<file path="config.mk">
export PLATFORM = sky130hd
export DESIGN_NAME = dynamic_priority_scheduler
export DESIGN_NICKNAME = d
export VERILOG_FILES = /design/src/rtl/core/dps_pkg.sv /design/src/rtl/core/dynamic_priority_scheduler.sv /design/src/rtl/core/dps_cell.sv /design/src/rtl/core/dps_queue.sv
export SDC_FILE = /design/constraint.sdc
export NUM_CORES = 2
export LEC_CHECK = 0
export BUFFER_PORTS_ARGS = -buffer_cell sky130_fd_sc_hd__buf_2
export CAP_MARGIN = 15
export CELL_PAD_IN_SITES_DETAIL_PLACEMENT = 2
export CELL_PAD_IN_SITES_GLOBAL_PLACEMENT = 2
export CORE_MARGIN = 2
export CORE_UTILIZATION = 41
export DETAILED_ROUTE_END_ITERATION = 8
export PLACE_DENSITY = 0.8
export SYNTH_ARGS = -nofsm -noshare
export SYNTH_HDL_FRONTEND = slang
export SYNTH_SLANG_ARGS = --single-unit
</file>
<file path="constraint.sdc">
create_clock -name aclk -period 10.3 [get_ports aclk]
set_clock_uncertainty 0.2 [all_clocks]
set_input_delay 0.515 -clock aclk [delete_from_list [all_inputs] [get_ports aclk]]
set_output_delay 0.515 -clock aclk [all_outputs]
set_load 0.05 [all_outputs]
</file>
<file path="src/rtl/core/dps_pkg.sv">
`timescale 1ns / 1ps
`default_nettype none

package dps_pkg;

    localparam int MAX_TASKS_DEF = 16;
    localparam int ID_W          = 8;
    localparam int TIME_W        = 8;
    localparam int PRIO_W        = 12;
    localparam int BASE_W        = 8;
    localparam int AGING_W       = 4;
    localparam int CFG_IDX_W     = 1;
    localparam int CFG_DATA_W    = 8;

    localparam logic [BASE_W-1:0]  PRIO_BASE_RST = 8'd50;
    localparam logic [AGING_W-1:0] AGING_RST     = 4'd3;
    localparam logic [PRIO_W-1:0]  PRIO_MIN      = 12'h800;

    localparam logic [CFG_IDX_W-1:0] CFG_PRIORITY_BASE = 1'b0;
    localparam logic [CFG_IDX_W-1:0] CFG_AGING_STEP    = 1'b1;

    localparam logic MODE_ADD  = 1'b0;
    localparam logic MODE_TICK = 1'b1;

    localparam logic [1:0] STAT_ADDED    = 2'd0;
    localparam logic [1:0] STAT_REJECTED = 2'd1;
    localparam logic [1:0] STAT_RAN      = 2'd2;
    localparam logic [1:0] STAT_IDLE     = 2'd3;

    typedef struct packed {
        logic [ID_W-1:0]   id;
        logic [TIME_W-1:0] need;
        logic [TIME_W-1:0] cpu;
        logic [PRIO_W-1:0] prio;
    } entry_t;

    typedef enum logic [1:0] {
        OP_HOLD,
        OP_INSERT,
        OP_POP
    } q_op_t;

    typedef struct packed {
        q_op_t  op;
        entry_t ins;
    } q_ctrl_t;

    typedef enum logic [2:0] {
        ST_IDLE,
        ST_DISP,
        ST_AGE,
        ST_RESOLVE,
        ST_REINS,
        ST_OUT
    } state_t;

endpackage

`default_nettype wire

</file>
<file path="src/rtl/core/dynamic_priority_scheduler.sv">
// add: result goes out via ST_OUT; tick: DISP, AGE, RESOLVE if a task runs, REINS on preemption, then OUT
// one word in flight at a time; ST_OUT holds while an earlier result waits for m_ready
// queue is a chain of cells; insert and pop each update all cells in parallel
// the sequencer has a state each for dispatch, aging, resolve and reinsert
// synchronous active-low reset empties the queue, clears the running task, restores registers
`timescale 1ns / 1ps
`default_nettype none

module dynamic_priority_scheduler #(
    parameter int MAX_TASKS = dps_pkg::MAX_TASKS_DEF
) (
    input  wire logic                              aclk,
    input  wire logic                              aresetn,
    input  wire logic                              cfg_we,
    input  wire logic [dps_pkg::CFG_IDX_W-1:0]     cfg_index,
    input  wire logic [dps_pkg::CFG_DATA_W-1:0]    cfg_wdata,
    input  wire logic                              s_valid,
    output logic                                   s_ready,
    input  wire logic                              s_mode,
    input  wire logic [dps_pkg::ID_W-1:0]          s_task_id,
    input  wire logic [dps_pkg::TIME_W-1:0]        s_need_time,
    output logic                                   m_valid,
    input  wire logic                              m_ready,
    output logic [1:0]                             m_status,
    output logic [dps_pkg::ID_W-1:0]               m_ran_id,
    output logic [dps_pkg::TIME_W-1:0]             m_ran_cpu_time,
    output logic [dps_pkg::TIME_W-1:0]             m_ran_remaining,
    output logic signed [dps_pkg::PRIO_W-1:0]      m_ran_priority,
    output logic                                   m_ran_finished,
    output logic [dps_pkg::ID_W-1:0]               m_next_id,
    output logic                                   m_next_valid
);

    localparam int CW = $clog2(MAX_TASKS + 1);

    dps_pkg::state_t state_reg, state_next;
    logic [CW-1:0]   count_reg, count_next;
    logic            act_valid_reg, act_valid_next;
    dps_pkg::entry_t act_reg, act_next;
    dps_pkg::entry_t pre_reg, pre_next;
    logic [1:0]      res_status_reg, res_status_next;
    dps_pkg::entry_t res_ran_reg, res_ran_next;
    logic            res_fin_reg, res_fin_next;
    logic            m_valid_reg, m_valid_next;
    logic [1:0]      m_status_reg, m_status_next;
    dps_pkg::entry_t m_ran_reg, m_ran_next;
    logic            m_fin_reg, m_fin_next;
    logic [dps_pkg::ID_W-1:0] m_next_id_reg, m_next_id_next;
    logic            m_next_valid_reg, m_next_valid_next;
    logic [dps_pkg::BASE_W-1:0]  base_reg;
    logic [dps_pkg::AGING_W-1:0] aging_reg;

    dps_pkg::q_ctrl_t q_ctrl;
    dps_pkg::entry_t  head;
    dps_pkg::entry_t  new_entry;
    dps_pkg::entry_t  aged;
    logic [dps_pkg::PRIO_W:0] prio_wide;
    logic             full;

    dps_queue #(
        .MAX_TASKS (MAX_TASKS),
        .CW        (CW)
    ) u_queue (
        .aclk  (aclk),
        .ctrl  (q_ctrl),
        .count (count_reg),
        .head  (head)
    );

    assign s_ready = (state_reg == dps_pkg::ST_IDLE);
    assign full    = (count_reg == CW'(MAX_TASKS));

    assign new_entry.id   = s_task_id;
    assign new_entry.need = s_need_time;
    assign new_entry.cpu  = '0;
    assign new_entry.prio = {4'b0, base_reg} - {4'b0, s_need_time};

    // aging with saturation at the priority floor
    assign prio_wide = {act_reg.prio[dps_pkg::PRIO_W-1], act_reg.prio}
                       - {{(dps_pkg::PRIO_W + 1 - dps_pkg::AGING_W){1'b0}}, aging_reg};

    always_comb begin
        aged.id   = act_reg.id;
        aged.cpu  = (act_reg.cpu == '1) ? act_reg.cpu : act_reg.cpu + 1'b1;
        aged.need = (act_reg.need != '0) ? act_reg.need - 1'b1 : act_reg.need;
        aged.prio = (prio_wide[dps_pkg::PRIO_W] != prio_wide[dps_pkg::PRIO_W-1])
                    ? dps_pkg::PRIO_MIN : prio_wide[dps_pkg::PRIO_W-1:0];
    end

    always_comb begin
        state_next        = state_reg;
        count_next        = count_reg;
        act_valid_next    = act_valid_reg;
        act_next          = act_reg;
        pre_next          = pre_reg;
        res_status_next   = res_status_reg;
        res_ran_next      = res_ran_reg;
        res_fin_next      = res_fin_reg;
        m_valid_next      = m_valid_reg && !m_ready;
        m_status_next     = m_status_reg;
        m_ran_next        = m_ran_reg;
        m_fin_next        = m_fin_reg;
        m_next_id_next    = m_next_id_reg;
        m_next_valid_next = m_next_valid_reg;
        q_ctrl.op         = dps_pkg::OP_HOLD;
        q_ctrl.ins        = pre_reg;

        case (state_reg)
            dps_pkg::ST_IDLE: begin
                if (s_valid) begin
                    if (s_mode == dps_pkg::MODE_TICK) begin
                        state_next = dps_pkg::ST_DISP;
                    end else begin
                        res_ran_next = '0;
                        res_fin_next = 1'b0;
                        if (s_need_time == '0 || full) begin
                            res_status_next = dps_pkg::STAT_REJECTED;
                        end else begin
                            q_ctrl.op       = dps_pkg::OP_INSERT;
                            q_ctrl.ins      = new_entry;
                            count_next      = count_reg + 1'b1;
                            res_status_next = dps_pkg::STAT_ADDED;
                        end
                        state_next = dps_pkg::ST_OUT;
                    end
                end
            end
            dps_pkg::ST_DISP: begin
                if (!act_valid_reg && count_reg != '0) begin
                    act_next       = head;
                    act_valid_next = 1'b1;
                    q_ctrl.op      = dps_pkg::OP_POP;
                    count_next     = count_reg - 1'b1;
                end
                state_next = dps_pkg::ST_AGE;
            end
            dps_pkg::ST_AGE: begin
                if (!act_valid_reg) begin
                    res_status_next = dps_pkg::STAT_IDLE;
                    res_ran_next    = '0;
                    res_fin_next    = 1'b0;
                    state_next      = dps_pkg::ST_OUT;
                end else begin
                    act_next        = aged;
                    res_status_next = dps_pkg::STAT_RAN;
                    res_ran_next    = aged;
                    res_fin_next    = (aged.need == '0);
                    state_next      = dps_pkg::ST_RESOLVE;
                end
            end
            dps_pkg::ST_RESOLVE: begin
                state_next = dps_pkg::ST_OUT;
                if (act_reg.need == '0) begin
                    act_valid_next = 1'b0;
                    if (count_reg != '0) begin
                        act_next       = head;
                        act_valid_next = 1'b1;
                        q_ctrl.op      = dps_pkg::OP_POP;
                        count_next     = count_reg - 1'b1;
                    end
                end else if (count_reg != '0
                             && $signed(head.prio) > $signed(act_reg.prio)) begin
                    pre_next   = act_reg;
                    act_next   = head;
                    q_ctrl.op  = dps_pkg::OP_POP;
                    count_next = count_reg - 1'b1;
                    state_next = dps_pkg::ST_REINS;
                end
            end
            dps_pkg::ST_REINS: begin
                q_ctrl.op  = dps_pkg::OP_INSERT;
                q_ctrl.ins = pre_reg;
                count_next = count_reg + 1'b1;
                state_next = dps_pkg::ST_OUT;
            end
            dps_pkg::ST_OUT: begin
                if (!m_valid_reg || m_ready) begin
                    m_valid_next      = 1'b1;
                    m_status_next     = res_status_reg;
                    m_ran_next        = res_ran_reg;
                    m_fin_next        = res_fin_reg;
                    m_next_valid_next = act_valid_reg;
                    m_next_id_next    = act_valid_reg ? act_reg.id : '0;
                    state_next        = dps_pkg::ST_IDLE;
                end
            end
            default: begin
                state_next = dps_pkg::ST_IDLE;
            end
        endcase
    end

    always_ff @(posedge aclk) begin
        if (!aresetn) begin
            state_reg     <= dps_pkg::ST_IDLE;
            count_reg     <= '0;
            act_valid_reg <= 1'b0;
            act_reg       <= '0;
            m_valid_reg   <= 1'b0;
            base_reg      <= dps_pkg::PRIO_BASE_RST;
            aging_reg     <= dps_pkg::AGING_RST;
        end else begin
            state_reg     <= state_next;
            count_reg     <= count_next;
            act_valid_reg <= act_valid_next;
            act_reg       <= act_next;
            m_valid_reg   <= m_valid_next;
            if (cfg_we) begin
                case (cfg_index)
                    dps_pkg::CFG_PRIORITY_BASE: base_reg  <= cfg_wdata;
                    dps_pkg::CFG_AGING_STEP:    aging_reg <= cfg_wdata[dps_pkg::AGING_W-1:0];
                    default: begin
                        base_reg <= base_reg;
                    end
                endcase
            end
        end
    end

    always_ff @(posedge aclk) begin
        pre_reg          <= pre_next;
        res_status_reg   <= res_status_next;
        res_ran_reg      <= res_ran_next;
        res_fin_reg      <= res_fin_next;
        m_status_reg     <= m_status_next;
        m_ran_reg        <= m_ran_next;
        m_fin_reg        <= m_fin_next;
        m_next_id_reg    <= m_next_id_next;
        m_next_valid_reg <= m_next_valid_next;
    end

    assign m_valid         = m_valid_reg;
    assign m_status        = m_status_reg;
    assign m_ran_id        = m_ran_reg.id;
    assign m_ran_cpu_time  = m_ran_reg.cpu;
    assign m_ran_remaining = m_ran_reg.need;
    assign m_ran_priority  = m_ran_reg.prio;
    assign m_ran_finished  = m_fin_reg;
    assign m_next_id       = m_next_id_reg;
    assign m_next_valid    = m_next_valid_reg;

    a_insert_room: assert property (@(posedge aclk) disable iff (!aresetn)
        q_ctrl.op == dps_pkg::OP_INSERT |-> !full)
        else $error("insert into full queue");

    a_pop_nonempty: assert property (@(posedge aclk) disable iff (!aresetn)
        q_ctrl.op == dps_pkg::OP_POP |-> count_reg != '0)
        else $error("pop from empty queue");

    a_count_range: assert property (@(posedge aclk) disable iff (!aresetn)
        count_reg <= CW'(MAX_TASKS))
        else $error("queue count out of range");

    a_one_word: assert property (@(posedge aclk) disable iff (!aresetn)
        s_valid && s_ready |=> !s_ready)
        else $error("second word taken while busy");

    a_next_id_idle: assert property (@(posedge aclk) disable iff (!aresetn)
        m_valid && !m_next_valid |-> m_next_id == '0)
        else $error("next id set with no running task");

endmodule

`default_nettype wire

</file>
<file path="src/rtl/core/dps_cell.sv">
`timescale 1ns / 1ps
`default_nettype none

module dps_cell #(
    parameter int IDX = 0,
    parameter int CW  = 5
) (
    input  wire logic             aclk,
    input  wire dps_pkg::q_ctrl_t ctrl,
    input  wire logic [CW-1:0]    count,
    input  wire dps_pkg::entry_t  left_entry,
    input  wire logic             left_ge,
    input  wire dps_pkg::entry_t  right_entry,
    output dps_pkg::entry_t       entry,
    output logic                  ge
);

    dps_pkg::entry_t entry_reg;
    dps_pkg::entry_t entry_next;
    logic            occupied;

    assign occupied = count > CW'(IDX);
    assign ge       = occupied && ($signed(entry_reg.prio) >= $signed(ctrl.ins.prio));
    assign entry    = entry_reg;

    always_comb begin
        entry_next = entry_reg;
        case (ctrl.op)
            dps_pkg::OP_INSERT: begin
                if (!ge) begin
                    entry_next = left_ge ? ctrl.ins : left_entry;
                end
            end
            dps_pkg::OP_POP: begin
                entry_next = right_entry;
            end
            default: begin
                entry_next = entry_reg;
            end
        endcase
    end

    always_ff @(posedge aclk) begin
        entry_reg <= entry_next;
    end

endmodule

`default_nettype wire

</file>
<file path="src/rtl/core/dps_queue.sv">
`timescale 1ns / 1ps
`default_nettype none

module dps_queue #(
    parameter int MAX_TASKS = dps_pkg::MAX_TASKS_DEF,
    parameter int CW        = $clog2(MAX_TASKS + 1)
) (
    input  wire logic             aclk,
    input  wire dps_pkg::q_ctrl_t ctrl,
    input  wire logic [CW-1:0]    count,
    output dps_pkg::entry_t       head
);

    dps_pkg::entry_t ent [MAX_TASKS];
    logic            ge  [MAX_TASKS];

    genvar i;
    generate
        for (i = 0; i < MAX_TASKS; i++) begin : g_cell
            dps_pkg::entry_t left_e;
            dps_pkg::entry_t right_e;
            logic            left_g;

            if (i == 0) begin : g_first
                assign left_e = '0;
                assign left_g = 1'b1;
            end else begin : g_mid
                assign left_e = ent[i-1];
                assign left_g = ge[i-1];
            end

            if (i == MAX_TASKS - 1) begin : g_last
                assign right_e = '0;
            end else begin : g_body
                assign right_e = ent[i+1];
            end

            dps_cell #(
                .IDX (i),
                .CW  (CW)
            ) u_cell (
                .aclk        (aclk),
                .ctrl        (ctrl),
                .count       (count),
                .left_entry  (left_e),
                .left_ge     (left_g),
                .right_entry (right_e),
                .entry       (ent[i]),
                .ge          (ge[i])
            );
        end
    endgenerate

    assign head = ent[0];

endmodule

`default_nettype wire
</file>
==> impl_metrics.ini <==
[power_and_ir_drop]
power.share.clock_pct = 20.1
p_sw_mw = 6.493
peakVddDrop_mv = 0.2088
leakagePower_nw = 15.40
intPower_mw = 9.471
power-per-cell-area_nw_per_um2 = 345.1
p_seq_share_pct = 41.1
swShare_pct = 40.67
p_comb_share_pct = 38.8

[clocking]
post-cts-setup-buffer-count = 0
cts_sinks = 757
tritoncts = done
insertion_delay_ns = 0.68
cts-root-buf = clkbuf_16
numCtsBuffers = 87
cts.clk_slew.worst_paths_ns = 0.06
htreeDepth = 3
cts.path.max_buffers = 3

[global_route]
grt_pass1_wl_mm = 211.8
antenna_found_initial = 7
grt_max_degree = 246
overflow = 0
first_global_vias = 34030
grt_usage_pct = 26.65

[critical_path]
max_stage_delay_ns = 0.74
critPathCaptureType = flop
crit_chain = inv_1, ha_1, nor4bb_1, a211oi_1, nand2_1, buf_4, a21o_1, inv_1, buf_4, ha_1, nor4_1, nor4_1, and2_2, buf_4, o21ai_4, buf_16
cpMaxStageDelayCell = nor4_1
critical_path_class = reg2reg
startpoint_type = flop
cp_common_cell = buf_4
cp_max_fo = 48
cp.arrival_ns = 7.03
required_ns = 10.51

[floorplan]
fp.dieH_um = 321.9
coreArea_um2 = 100100
die_area_um2 = 103600
rows = 116
pin_count = 81
fp.dieW_um = 321.9
initial_core_util_pct = 41.39

[timing]
finalHoldViolCount = 0
rsz0062_at_grt = no
slew_headroom_pct = 22.10
period_share_pct = 66.16
max_freq_mhz = 146.8
period_minus_slack_ns = 6.814
setup_tns_ns = 0
hold_slack_ns = 0.02792
worst_pin_slew_ns = 1.168
slew_viol_final = 0
setup_viol = 0

[finish]
drive_gt1_share_pct = 8.716
fillers = 10156
largest_register_ffs = 576
final_nets = 4069
area_growth_pct = 11.62
num_antenna_cells = 0
finalNonFillerCells = 5176

[logic_synthesis]
yosysUniqueCellTypes = 72
synth.cell_area_um2 = 41450
synth.area.top_cells = edfxtp_1 51%, mux2i_1 13%, o21ai_0 7.0%
async_reset_ff_share_pct = 0
seq_area_frac_synth_pct = 53.45
synth_nets = 4078
synth-seq-cells = 757
yosys_warnings = 0
synthCells = 3820
yosysTopAreaCellShare_pct = 50.64
yosysTopAreaCell = edfxtp_1
synth_edf_count = 699
yosys_most_used_dff = edfxtp_1
synth_area_per_cell_um2 = 10.85

[min_path]
hp-class = in2reg

[detailed_routing]
vias_per_cell = 5.975
drc = 0
drt_iter0_markers = 2331
vias = 30926
wl_per_cell_um = 26.88
ant_nets = 0
drtPass1Iterations = 5
drt-total-wl_mm = 139.1

[placement]
placed_cells = 5007
portBuffers = 80
hpwl_mm = 93.55
place.gp.congestion = 0.8558

[job]
maxCapViolations = 0

[run_status]
status = finished clean
-- stage by stage --
stage	cell area (µm²)	power, mW	setup slack [ns]	util (%)
floorplan	41450	10.31	2.134	-
CTS	46220	15.97	3.282	46.15
global placement	43230	12.15	3.563	43.17
global route	46260	16.86	3.051	46.19
detailed placement	43260	12.62	3.240	43.19
finish	46260	15.96	3.486	46.19
-- cells by family after synthesis --
kind of cell,after synthesis,synth area share [%]
buffers and inverters,349,3.689
DFF,757,53.45
AOI/OAI and AO/OA,852,11.55
muxes,533,12.88
xor gates and xnor gates,27,0.5706
and+or+nand+nor,1075,10.97
adders and majority gates,227,6.889
-- synth_stat cells (5+ instances only) --
cell type,n
edfxtp_1,699
nand2_1,670
o21ai_0,582
mux2i_1,531
ha_1,225
nor2_1,197
clkbuf_1,158
a21oi_1,94
buf_2,78
inv_1,76
dfxtp_1,58
a211oi_1,46
nor3_1,30
nand3_1,27
nor2b_1,21
nand4_1,20
o211ai_1,20
o21ai_1,20
and3_1,19
nand2b_1,19
nor4_1,18
xnor2_1,18
and2_1,16
buf_1,13
buf_4,12
a21o_1,10
buf_6,10
and2_0,9
xor2_1,9
a32o_1,8
a2111oi_0,7
o311a_1,7
o31ai_1,7
a31oi_1,6
a211oi_2,5
nor4b_1,5
-- power groups by stage --
stage | clock network, mW | logic (mW) | registers [mW]
after floorplan | 0 | 4.11 | 6.19
after global placement | 0 | 5.64 | 6.52
after detailed placement | 0 | 6.04 | 6.57
after CTS | 3.25 | 6.17 | 6.55
after global routing | 3.35 | 6.81 | 6.70
final | 3.21 | 6.19 | 6.57
-- what timing repair did --
item,CTS,global route
endpoints found under the hold margin,12,0
resized for setup,0,0
hold buffers,11,0
-- placed cells by master, fill, tap and decap left out, types with 58 or more instances in the layout --
| cell | netlist | layout |
|---|---|---|
| a21oi_1 | 94 | 92 |
| buf_2 | 78 | 80 |
| buf_4 | 12 | 76 |
| clkbuf_16 | 0 | 88 |
| dfxtp_1 | 58 | 58 |
| edfxtp_1 | 699 | 699 |
| ha_1 | 225 | 225 |
| inv_1 | 76 | 76 |
| mux2i_1 | 531 | 531 |
| nand2_1 | 670 | 670 |
| nor2_1 | 197 | 196 |
| o21ai_0 | 582 | 566 |
-- layout make-up --
type | instances | area, µm² | area share [%]
Timing Repair Buffer | 174 | 1227 | 2.653
Clock buffer | 110 | 2315 | 5.004
Inverter | 77 | 289.0 | 0.6248
Multi-Input combinational cell | 2714 | 18110 | 39.16
Tap cell | 1298 | 1624 | 3.511
Clock inverter | 46 | 539.3 | 1.166
Sequential cell | 757 | 22150 | 47.88
-- final timing paths --
path	cells after the start	slack, ns	to	start
max reg2reg	16	3.49	u_queue.g_cell[7].u_cell.entry[29]$_DFFE_PP_	count_reg[1]$_SDFFE_PN0P_
max	16	3.49	u_queue.g_cell[7].u_cell.entry[29]$_DFFE_PP_	count_reg[1]$_SDFFE_PN0P_
min	3	0.03	state_reg[0]$_SDFFE_PN0P_	s_valid
min reg2reg	0	0.21	m_ran_id[5]$_DFFE_PP_	res_ran_reg[33]$_SDFFCE_PN0P_
-- critical path: cells and delay by family, from the launching register on --
| kind | cells | cell delay, ns |
|---|---|---|
| buffers and inverters | 6 | 2.28 |
| flip-flops | 1 | 0.37 |
| adder cells (fa/ha/maj) | 2 | 0.50 |
| AND/OR/NAND/NOR | 5 | 1.97 |
| AO/OA/AOI/OAI | 3 | 1.16 |
-- per-layer routing --
layer | global-route usage [%] | up-vias | routed length [µm]
met2 | 46.16 | 681 | 68820
met3 | 2.918 | 222 | 5294
li1 | - | 13939 | -
met5 | 0 | - | 22
met4 | 9.107 | 4 | 4643
met1 | 34.63 | 16080 | 60370
Note: power is estimated with default switching activity, not from simulation.
